## src/rtl/crq_pkg.sv

```systemverilog
// Package with constants, codes and payload types of the coalescing request queue.
`timescale 1ns / 1ps

package crq_pkg;

  localparam int unsigned QUEUE_SLOTS = 32;
  localparam int unsigned NUM_IDS     = 64;

  localparam int unsigned CELLS  = QUEUE_SLOTS - 1;
  localparam int unsigned CNT_W  = $clog2(QUEUE_SLOTS);
  localparam int unsigned IDX_W  = $clog2(NUM_IDS);
  localparam int unsigned ID_W   = 6;
  localparam int unsigned VOL_W  = 8;
  localparam int unsigned OCC_W  = 5;
  localparam int unsigned STAT_W = 3;

  localparam logic FUNC_ENQ = 1'b0;
  localparam logic FUNC_DEQ = 1'b1;

  typedef enum logic [STAT_W-1:0] {
    ST_QUEUED = 3'd0,
    ST_MERGED = 3'd1,
    ST_UNREG  = 3'd2,
    ST_FULL   = 3'd3,
    ST_POPPED = 3'd4,
    ST_EMPTY  = 3'd5
  } crq_status_e;

  typedef struct packed {
    logic             func;
    logic [ID_W-1:0]  sound_id;
    logic [VOL_W-1:0] volume;
  } crq_in_t;

  typedef struct packed {
    crq_status_e      status;
    logic [ID_W-1:0]  out_id;
    logic [VOL_W-1:0] out_volume;
    logic [OCC_W-1:0] occupancy;
  } crq_out_t;

  typedef struct packed {
    logic             pop;
    logic             push;
    logic             merge;
    logic [ID_W-1:0]  id;
    logic [VOL_W-1:0] volume;
  } crq_cmd_t;

  typedef struct packed {
    logic             valid;
    logic [ID_W-1:0]  id;
    logic [VOL_W-1:0] volume;
  } crq_entry_t;

endpackage

```

## src/rtl/coalescing_request_queue.sv

```systemverilog
// Top level of the coalescing request queue: cell row, control and output register.
`timescale 1ns / 1ps

// The result of each accepted item appears in the output register on the next cycle;
// a new item is taken every cycle while that register is empty or being drained.
// Pending requests sit oldest first in a row of QUEUE_SLOTS - 1 cells that compare
// the incoming id in parallel, so a repeated id only updates the stored volume, and
// a pop shifts the whole row by one cell.

module coalescing_request_queue import crq_pkg::*; (
  input  logic               clk_i,
  input  logic               rst_ni,
  input  logic               cfg_we_i,
  input  logic [NUM_IDS-1:0] cfg_data_i,
  input  logic               in_valid_i,
  output logic               in_stall_o,
  input  crq_in_t            in_data_i,
  output logic               out_valid_o,
  input  logic               out_stall_i,
  output crq_out_t           out_data_o
);

  logic [NUM_IDS-1:0] registered_q;
  logic [CNT_W-1:0]   count_q, count_d;
  logic               out_valid_q, out_valid_d;
  crq_out_t           out_q, out_d;

  crq_cmd_t   cmd;
  crq_entry_t entries [CELLS];
  logic [CELLS-1:0] match_vec;
  logic [CELLS-1:0] valid_vec;
  logic accept, any_match, id_ok, is_full, is_empty;

  assign in_stall_o = out_valid_q && out_stall_i;
  assign accept     = in_valid_i && !in_stall_o;

  assign any_match = |match_vec;
  assign is_full   = (count_q == CNT_W'(CELLS));
  assign is_empty  = (count_q == '0);
  assign id_ok     = ({1'b0, in_data_i.sound_id} < (ID_W + 1)'(NUM_IDS)) &&
                     registered_q[in_data_i.sound_id[IDX_W-1:0]];

  always_comb begin
    cmd.pop    = accept && (in_data_i.func == FUNC_DEQ) && !is_empty;
    cmd.merge  = accept && (in_data_i.func == FUNC_ENQ) && id_ok;
    cmd.push   = cmd.merge && !any_match && !is_full;
    cmd.id     = in_data_i.sound_id;
    cmd.volume = in_data_i.volume;
  end

  for (genvar i = 0; i < CELLS; i++) begin : g_cell
    logic       prev_valid;
    crq_entry_t next_entry;
    if (i == 0) begin : g_head
      assign prev_valid = 1'b1;
    end else begin : g_body
      assign prev_valid = entries[i-1].valid;
    end
    if (i == CELLS - 1) begin : g_last
      assign next_entry = '0;
    end else begin : g_inner
      assign next_entry = entries[i+1];
    end
    crq_cell u_cell (
      .clk_i        (clk_i),
      .rst_ni       (rst_ni),
      .cmd_i        (cmd),
      .prev_valid_i (prev_valid),
      .next_i       (next_entry),
      .entry_o      (entries[i]),
      .match_o      (match_vec[i])
    );
    assign valid_vec[i] = entries[i].valid;
  end

  always_comb begin
    count_d = count_q;
    if (cmd.pop) begin
      count_d = count_q - CNT_W'(1);
    end else if (cmd.push) begin
      count_d = count_q + CNT_W'(1);
    end
  end

  always_comb begin
    out_d            = out_q;
    out_valid_d      = out_valid_q && out_stall_i;
    if (accept) begin
      out_valid_d      = 1'b1;
      out_d.out_id     = '0;
      out_d.out_volume = '0;
      out_d.occupancy  = OCC_W'(count_d);
      if (in_data_i.func == FUNC_DEQ) begin
        if (is_empty) begin
          out_d.status = ST_EMPTY;
        end else begin
          out_d.status     = ST_POPPED;
          out_d.out_id     = entries[0].id;
          out_d.out_volume = entries[0].volume;
        end
      end else if (!id_ok) begin
        out_d.status = ST_UNREG;
      end else if (any_match) begin
        out_d.status = ST_MERGED;
      end else if (is_full) begin
        out_d.status = ST_FULL;
      end else begin
        out_d.status = ST_QUEUED;
      end
    end
  end

  always_ff @(posedge clk_i or negedge rst_ni) begin
    if (!rst_ni) begin
      registered_q <= '0;
      count_q      <= '0;
      out_valid_q  <= 1'b0;
    end else begin
      if (cfg_we_i) begin
        registered_q <= cfg_data_i;
      end
      count_q     <= count_d;
      out_valid_q <= out_valid_d;
    end
  end

  always_ff @(posedge clk_i) begin
    out_q <= out_d;
  end

  assign out_valid_o = out_valid_q;
  assign out_data_o  = out_q;

  a_count_matches_cells : assert property (
    @(posedge clk_i) disable iff (!rst_ni)
    32'(count_q) == $countones(valid_vec)
  ) else $error("Entry count disagrees with the valid cells.");

  a_ids_unique : assert property (
    @(posedge clk_i) disable iff (!rst_ni)
    $onehot0(match_vec)
  ) else $error("More than one pending entry carries the same id.");

  a_count_bounded : assert property (
    @(posedge clk_i) disable iff (!rst_ni)
    count_q <= CNT_W'(CELLS)
  ) else $error("Entry count exceeds the number of cells.");

  a_accept_gives_result : assert property (
    @(posedge clk_i) disable iff (!rst_ni)
    accept |=> out_valid_q
  ) else $error("An accepted item produced no result.");

endmodule

```

## src/rtl/crq_cell.sv

```systemverilog
// One queue cell holding a pending request, shifting toward the head on a pop.
`timescale 1ns / 1ps

module crq_cell import crq_pkg::*; (
  input  logic       clk_i,
  input  logic       rst_ni,
  input  crq_cmd_t   cmd_i,
  input  logic       prev_valid_i,
  input  crq_entry_t next_i,
  output crq_entry_t entry_o,
  output logic       match_o
);

  logic             valid_q, valid_d;
  logic [ID_W-1:0]  id_q, id_d;
  logic [VOL_W-1:0] vol_q, vol_d;
  logic             tail;

  assign tail    = !valid_q && prev_valid_i;
  assign match_o = valid_q && (id_q == cmd_i.id);

  always_comb begin
    priority if (cmd_i.pop) begin
      valid_d = next_i.valid;
      id_d    = next_i.id;
      vol_d   = next_i.volume;
    end else if (cmd_i.push && tail) begin
      valid_d = 1'b1;
      id_d    = cmd_i.id;
      vol_d   = cmd_i.volume;
    end else if (cmd_i.merge && match_o) begin
      valid_d = valid_q;
      id_d    = id_q;
      vol_d   = cmd_i.volume;
    end else begin
      valid_d = valid_q;
      id_d    = id_q;
      vol_d   = vol_q;
    end
  end

  always_ff @(posedge clk_i or negedge rst_ni) begin
    if (!rst_ni) begin
      valid_q <= 1'b0;
    end else begin
      valid_q <= valid_d;
    end
  end

  always_ff @(posedge clk_i) begin
    id_q  <= id_d;
    vol_q <= vol_d;
  end

  assign entry_o = '{valid: valid_q, id: id_q, volume: vol_q};

endmodule
```

## config.mk

```make
export PLATFORM = sky130hd
export DESIGN_NAME = coalescing_request_queue
export DESIGN_NICKNAME = d
export VERILOG_FILES = /design/src/rtl/crq_pkg.sv /design/src/rtl/coalescing_request_queue.sv /design/src/rtl/crq_cell.sv
export SDC_FILE = /design/constraint.sdc
export NUM_CORES = 1
export LEC_CHECK = 0
export BUFFER_PORTS_ARGS = -buffer_cell sky130_fd_sc_hd__buf_2
export CORE_ASPECT_RATIO = 1.2
export CORE_UTILIZATION = 40
export CTS_CLUSTER_DIAMETER = 200
export DETAILED_ROUTE_END_ITERATION = 12
export HOLD_SLACK_MARGIN = 0.08
export PLACE_DENSITY = 0.66
export SLEW_MARGIN = 20
export SYNTH_ARGS = -nofsm -noshare
export SYNTH_HDL_FRONTEND = slang
export SYNTH_SLANG_ARGS = --single-unit
```

## constraint.sdc

```tcl
create_clock -name clk_i -period 4.25 [get_ports clk_i]
set_input_delay 0.425 -clock clk_i [delete_from_list [all_inputs] [get_ports clk_i]]
set_output_delay 0.425 -clock clk_i [all_outputs]
set_load 0.05 [all_outputs]
```

==> results of run 1 <==
placed cells by master, fill, tap and decap left out, drive strengths merged, types with 6 or more instances in the layout:
master       Yosys  routed
edfxtp         442     442
a21o           300     300
nand2          291     291
buf             63     199
dfrtp          101     101
xnor2           99      99
xor2            90      90
clkbuf         102      89
o21ai           77      77
dlygate4sd3      0      67
mux2            65      65
a21oi           51      51
nand4           32      32
nor4            31      31
nand2b          26      26
and2            24      24
nand3           19      19
clkinv           0      17
mux4            15      15
dfxtp           14      14
inv             12      13
mux2i           12      12
a31oi           12      12
nor2            12      12
and3            10      10
o221ai           8       8
nand3b           8       8
or4              6       6
power by group:
part | internal (W) | switching (W) | leakage (nW) | total, W
Sequential | 0.00679 | 0.000449 | 5.44 | 0.00723
Clock | 0.00272 | 0.00209 | 0.878 | 0.00481
Combinational | 0.000912 | 0.00142 | 5.81 | 0.00233
Total | 0.0104 | 0.00396 | 12.1 | 0.0144
worst paths after layout:
kind                                                   startpoint                                      to  slack [ns]  depth (start not counted)
max                           g_cell[13].u_cell.id_q[5]$_DFFE_PP_     g_cell[12].u_cell.id_q[4]$_DFFE_PP_        0.86                          9
min                                                 in_data_i[14]                out_data_o[21]$_DFFE_PP_        0.11                          1
max reg2reg                   g_cell[13].u_cell.id_q[5]$_DFFE_PP_     g_cell[12].u_cell.id_q[4]$_DFFE_PP_        0.86                          9
min reg2reg                g_cell[30].u_cell.id_q[4]$_SDFFE_PP0P_  g_cell[30].u_cell.id_q[4]$_SDFFE_PP0P_        0.50                          2
max in group asynchronous                                  rst_ni   g_cell[24].u_cell.valid_q$_DFFE_PN0P_        2.74                          3
min in group asynchronous                                  rst_ni            registered_q[49]$_DFFE_PN0P_        0.47                          2
what timing repair did:
item / 4_1_cts / 5_1_grt
endpoints found under the hold margin: 129 / 0
hold buffers: 67 / 0
resized for setup: 0 / 0
worst max-delay path, delay by kind of cell (launching register included):
family / cells / cell delay, ns
simple gates: 6 / 1.42
compound gates: 1 / 0.78
flops: 1 / 0.43
buf+inv: 1 / 0.22
xor+xnor: 1 / 0.15
per-layer routing:
metal	vias up	global-route usage
met5	-	0
met4	0	0.0639
met3	106	0.0295
met2	537	0.309
met1	8134	0.252
li1	7378	-
flip-flops by register name, indices dropped and copies added, names as in the netlist:
name	cells
out_valid_o	1
g_cell.u_cell.id_q	186
g_cell.u_cell.vol_q	248
count_q	5
out_data_o	22
registered_q	64
g_cell.u_cell.valid_q	31
kinds of logic (layout without fill, tap and decap cells):
family	count (synthesis)	count (layout)
XOR/XNOR	189	189
adder cells (fa/ha/maj)	3	3
flip-flops	557	557
AND/OR/NAND/NOR	468	468
buffers and inverters	177	385
other	0	1
AO/OA/AOI/OAI	468	468
multiplexers	92	92
stage by stage:
step                instance area (sq um)  hold slack [ns]  total power [W]  cells   util
floorplan                           25400            0.129          0.00880   1954      -
global placement                    26800            0.484          0.00954   2804  0.431
detailed placement                  26800            0.489          0.00962   2804  0.431
CTS                                 29300           0.0854           0.0145   2978  0.470
global route                        29300           0.0911           0.0150   2978  0.470
finish                              29300            0.113           0.0144   2979  0.470
cell type report:
cell class,count,area (sq um)
timing repair buffer,266,1990
clock inverter,18,108
fill,5479,33000
inverter,12,45.0
sequential,557,16100
tap,816,1020
antenna,1,2.50
clock buffer,89,1680
multi-input combinational,1220,8380
==> qor.yml, run 1 <==
synthesis:
  syn_inst: 1954
  synth_top_cell_by_area: "edfxtp_1"
  synth-simple-area-share: 0.0880
  synthAdderAreaFrac: 0.00148
  syn_avg_cell_area_sq_um: 13.0
  synth_nets: 2041
  synth_seq_area_share: 0.634
  ys_ff_latch: 557
  synth_compound_area_frac: 0.126
  synth-xor-area-share: 0.0653
  yosys-top-cells-area: "edfxtp_1 (52%), dfrtp_1 (10%), a21o_1 (8.9%)"
  yosysUniqueCellTypes: 60
  synth_top_flop_cell: "edfxtp_1"
  netlist_top_cells_count: "edfxtp_1 (442), a21o_1 (300), nand2_1 (290)"
  synth_edf_count: 442
  synth_warnings: 0
  synth_area_sq_mm: 0.0254
  muxShareOfSynthArea: 0.0481
  ys_async_sr_fraction: 0.181
  synth_top_family_by_area: "compound AO/OA/AOI/OAI gates"
  synth_top_cell_area_share: 0.523
  synth_most_common_cell: "edfxtp_1"
setup_path:
  crit_top_cell: "nor4_1"
  cp_max_fo: 13
  crit_chain: "xnor2_1, nand4_1, nor4_1, nor4_1, nand4_2, nor2_2, nand2_1, buf_4, o21ai_0"
  crit_path_top_delay_cell: "o21ai_0"
  worstSetupPathType: "register to register"
  startpoint_type: "register"
  cp_data_required_time_ns: 4.47
  crit_arrival_ns: 3.61
  cp_slowest_stage_delay_ns: 0.78
  end_kind: "register"
placed_design:
  place_congestion: 0.879
  dp_hpwl_um: 39200
  portBuffers: 107
  place_ws_ns: 0.375
sta:
  rsz0062_at_grt: "false"
  maxSlewHeadroom: 0.293
  setup_viol: 0
  finalCritPeriodShare: 0.797
  finalWorstSetupSlack_ns: 0.862
  clock.fmax_mhz: 295
  setup_tns_ns: 0
  finClkSkew_ns: 0.0239
  drv_slew: 0
  min_period_ns: 3.39
  hold_viol: 0
  tightest_slew_ns: 1.06
clocking:
  cts_buffers: 58
  ctsRootBufferMaster: "clkbuf_16"
  cts_sinks: 557
  post_cts_buffers: 0
  clk_pin_slew_ns: 0.06
  cts_tree: "built"
  ctsHtreeMaxLevel: 2
  clockBufferDepth: 3
  clock_latency_ns: 0.62
floorplanning:
  fp.coreArea_sq_mm: 0.0623
  num_rows: 100
  die_y_um: 278
  die_area_sq_mm: 0.0644
  initial_core_util: 0.407
  ios: 108
  die_w_um: 232
power_and_ir_drop:
  power_leakage_nw: 12.1
  vdd_ir_drop_max_mv: 0.301
  power_density_mw_per_mm2: 490
detailed_routing:
  via_per_inst: 5.42
  drc_errors: 0
  dr.first_iter.drc_count: 1297
  post_drt_wl_per_cell_um: 20.2
  highest_layer: "met4"
  first_pass_iters: 5
  wl_met1_um: 25700
  wl_um: 60100
  ant_nets: 0
  wl_met2_um: 29500
  via_count: 16200
  wl_met3_um: 3250
global_route:
  antenna_found_initial: 0
  grt_pass1_vias: 16800
  grt_overflow_total: 0
  grt_max_degree: 220
  track_usage: 0.188
  grt_pass1_wl_um: 95200
finish:
  fin_nets: 2202
  drive_above_1_share: 0.173
  synthToLayoutAreaGrowth_pct: 15.6
hold_path:
  hold_path_class: "input pin to register"
job:
  drv_cap: 0
run_status:
  status: "finished clean"
Power figures use the tool's default switching activity.
==> run 2: changes to the inputs <==
==> constraint.sdc (replaced) <==
create_clock -name clk_i -period 3.3 [get_ports clk_i]
set_input_delay 0.33 -clock clk_i [delete_from_list [all_inputs] [get_ports clk_i]]
set_output_delay 0.33 -clock clk_i [all_outputs]
set_load 0.05 [all_outputs]
==> qor.yml, run 2 (synthesis gave the netlist of run 1 again) <==
finish:
  largest_reg_flops: 248  # unchanged
  layout_common_cells: "edfxtp_1 (442), a21o_1 (300), nand2_1 (289)"  # unchanged
  top_regs: "g_cell.u_cell.vol_q: 248 flops, g_cell.u_cell.id_q: 186 flops, registered_q: 64 flops"  # unchanged
  fin_nets: 2296  # was 2,202
  layout_commonest_cell: "edfxtp_1"  # unchanged
  drive_above_1_share: 0.206  # was 0.173
  synthToLayoutAreaGrowth_pct: 19.4  # was 15.6%
  stdcell_area_sq_mm: 0.0303  # was 0.0293 sq mm
  diodes: 0  # was 1
  regMostFlops: "g_cell.u_cell.vol_q"  # unchanged
sta:
  setup_tns_ns: 0  # unchanged
  setup_viol: 0  # unchanged
  min_period_ns: 3.00  # was 3.39 ns
  tightest_slew_ns: 0.918  # was 1.06 ns
  maxSlewHeadroom: 0.382  # was 0.293
  hold_viol: 0  # unchanged
  clock.fmax_mhz: 334  # was 295 MHz
  finalCritPeriodShare: 0.908  # was 0.797
  rsz0062_at_grt: "false"  # unchanged
  finClkSkew_ns: 0.0215  # was 0.0239 ns
  drv_slew: 0  # unchanged
placed_design:
  portBuffers: 107  # unchanged
  placed_cell_area_sq_mm: 0.0277  # was 0.0268 sq mm
  dp_hpwl_um: 41300  # was 39,200 um
  place_congestion: 0.867  # was 0.879
global_route:
  grt_pass1_wl_um: 97700  # was 95,200 um
  antenna_found_initial: 0  # unchanged
  grt_overflow_total: 0  # unchanged
  grt_pass1_vias: 17200  # was 16,800
  grt_max_degree: 84  # was 220
  track_usage: 0.194  # was 0.188
floorplanning:
  die_y_um: 278  # unchanged
  die_w_um: 232  # unchanged
  initial_core_util: 0.407  # unchanged
  die_area_sq_mm: 0.0644  # unchanged
  fp.coreArea_sq_mm: 0.0623  # unchanged
  num_rows: 100  # unchanged
  ios: 108  # unchanged
power_and_ir_drop:
  swShare: 0.275  # about the same
  power_leakage_nw: 12.7  # was 12.1 nW
  vdd_ir_drop_max_mv: 0.406  # was 0.301 mV
  switchingPower_w: 0.00519  # was 0.00396 W
  comb_power_share: 0.172  # was 0.162
  p_int_w: 0.0137  # was 0.0104 W
  clockPowerShare: 0.336  # was 0.335
  power_density_mw_per_mm2: 623  # was 490 mW/mm^2
  seq_power_share: 0.492  # was 0.503
setup_path:
  r2r_cells: 10  # was 9
  crit_arrival_ns: 3.32  # was 3.61 ns
  cp_data_required_time_ns: 3.62  # was 4.47 ns
  end_kind: "register"  # unchanged
  regToRegSetupSlack_ns: 0.30  # was 0.86 ns
  cp_max_fo: 38  # was 13
  worstSetupPathType: "register to register"  # unchanged
  rr_startpoint: "g_cell[23].u_cell.id_q[1]$_DFFE_PP_"  # was g_cell[13].u_cell.id_q[5]$_DFFE_PP_
  rr_endpoint: "g_cell[19].u_cell.id_q[2]$_DFFE_PP_"  # was g_cell[12].u_cell.id_q[4]$_DFFE_PP_
  startpoint_type: "register"  # unchanged
detailed_routing:
  post_drt_wl_per_cell_um: 20.1  # was 20.2 um
  dr.first_iter.drc_count: 1222  # was 1,297
  wl_um: 61800  # was 60,100 um
  first_pass_iters: 5  # unchanged
  via_per_inst: 5.39  # was 5.42
  drc_errors: 0  # unchanged
  ant_nets: 0  # unchanged
  via_count: 16600  # was 16,200
clocking:
  cts_tree: "built"  # unchanged
  ctsHtreeMaxLevel: 2  # unchanged
  clock_latency_ns: 0.62  # about the same
  post_cts_buffers: 0  # unchanged
  cts_buffers: 58  # unchanged
  clockBufferDepth: 3  # unchanged
  cts_sinks: 557  # unchanged
  ctsRootBufferMaster: "clkbuf_16"  # unchanged
  clk_pin_slew_ns: 0.06  # about the same
hold_path:
  hold_path.startpoint: "in_data_i[6]"  # was in_data_i[14]
  min_to: "g_cell[30].u_cell.vol_q[6]$_SDFFE_PP0P_"  # was out_data_o[21]$_DFFE_PP_
  hold_depth: 4  # was 1
  hold_path_class: "input pin to register"  # unchanged
job:
  drv_cap: 0  # unchanged
run_status:
  status: "finished clean"  # unchanged
[run 2: cell types whose count changed in the layout (fill, tap and decap cells not counted), sizes merged]
cell	previous run	this run
diode	1	0
buf	199	285
clkinvlp	0	2
clkinv	17	25
dlygate4sd3	67	75
inv	13	15
clkbuf	89	76
bufinv	0	2
[run 2: timing repair]
item / 4_1_cts / 5_1_grt
resized for setup: 0 / 0
hold endpoints to repair: 115 / 0
hold buffers: 75 / 0
[run 2: per-stage QoR]
step | cells | hold WS, ns | power, W | utilization | setup slack (ns)
floorplan | 1954 | 0.0344 | 0.0113 | - | 0.131
global placement | 2890 | 0.423 | 0.0125 | 0.444 | 0.0139
detailed placement | 2890 | 0.425 | 0.0126 | 0.444 | 0.0255
CTS | 3073 | 0.0945 | 0.0190 | 0.486 | 0.313
global route | 3073 | 0.125 | 0.0197 | 0.486 | 0.176
finish | 3073 | 0.124 | 0.0189 | 0.486 | 0.303
[run 2: how the worst max path moves through the flow]
stage                     cells past startpoint                                 from                              endpoint  slack [ns]
after detailed placement                     12                        in_data_i[10]  g_cell[27].u_cell.vol_q[1]$_DFFE_PP_        0.03
after CTS                                    10  g_cell[23].u_cell.id_q[4]$_DFFE_PP_   g_cell[19].u_cell.id_q[2]$_DFFE_PP_        0.31
final                                        10  g_cell[23].u_cell.id_q[1]$_DFFE_PP_   g_cell[19].u_cell.id_q[2]$_DFFE_PP_        0.30
after global routing                         10  g_cell[13].u_cell.id_q[1]$_DFFE_PP_   g_cell[19].u_cell.id_q[2]$_DFFE_PP_        0.18
after floorplan                              11                        in_data_i[13]  g_cell[19].u_cell.vol_q[0]$_DFFE_PP_        0.13
after global placement                       12                         in_data_i[9]   g_cell[19].u_cell.id_q[1]$_DFFE_PP_        0.01
[run 2: layout make-up]
| class | count | area, sq um |
|---|---|---|
| Timing Repair Buffer | 360 | 2910 |
| Sequential cell | 557 | 16100 |
| Clock buffer | 76 | 1620 |
| Fill cell | 5400 | 32000 |
| Inverter | 12 | 45.0 |
| Multi-Input combinational cell | 1220 | 8370 |
| Clock inverter | 32 | 236 |
| Tap cell | 816 | 1020 |
[run 2: critical path, cell delays in order, from the launching register on]
cell      delay (ns)
edfxtp_1        0.43
xnor2_1         0.15
nand4_1         0.10
nor4_1          0.08
nor4_1          0.70
nand4_2         0.21
nor2_2          0.14
nand2_1         0.13
buf_12          0.21
o21ai_0         0.31
buf_4           0.22
[run 2: power by group through the flow]
stage               Sequential (W)  Clock [W]  Combinational, W
floorplan                  0.00937          0           0.00197
global placement           0.00941          0           0.00310
detailed placement         0.00943          0           0.00317
CTS                        0.00929    0.00649           0.00326
global route               0.00939    0.00675           0.00354
finish                     0.00929    0.00635           0.00324
[run 2: routing by layer]
layer  vias up  GRT usage  wire, um
met5         -          0         0
met4         0     0.0624      1820
met3       104     0.0290      3640
met2       525      0.330     30800
met1      8360      0.253     25500
li1       7571          -         -
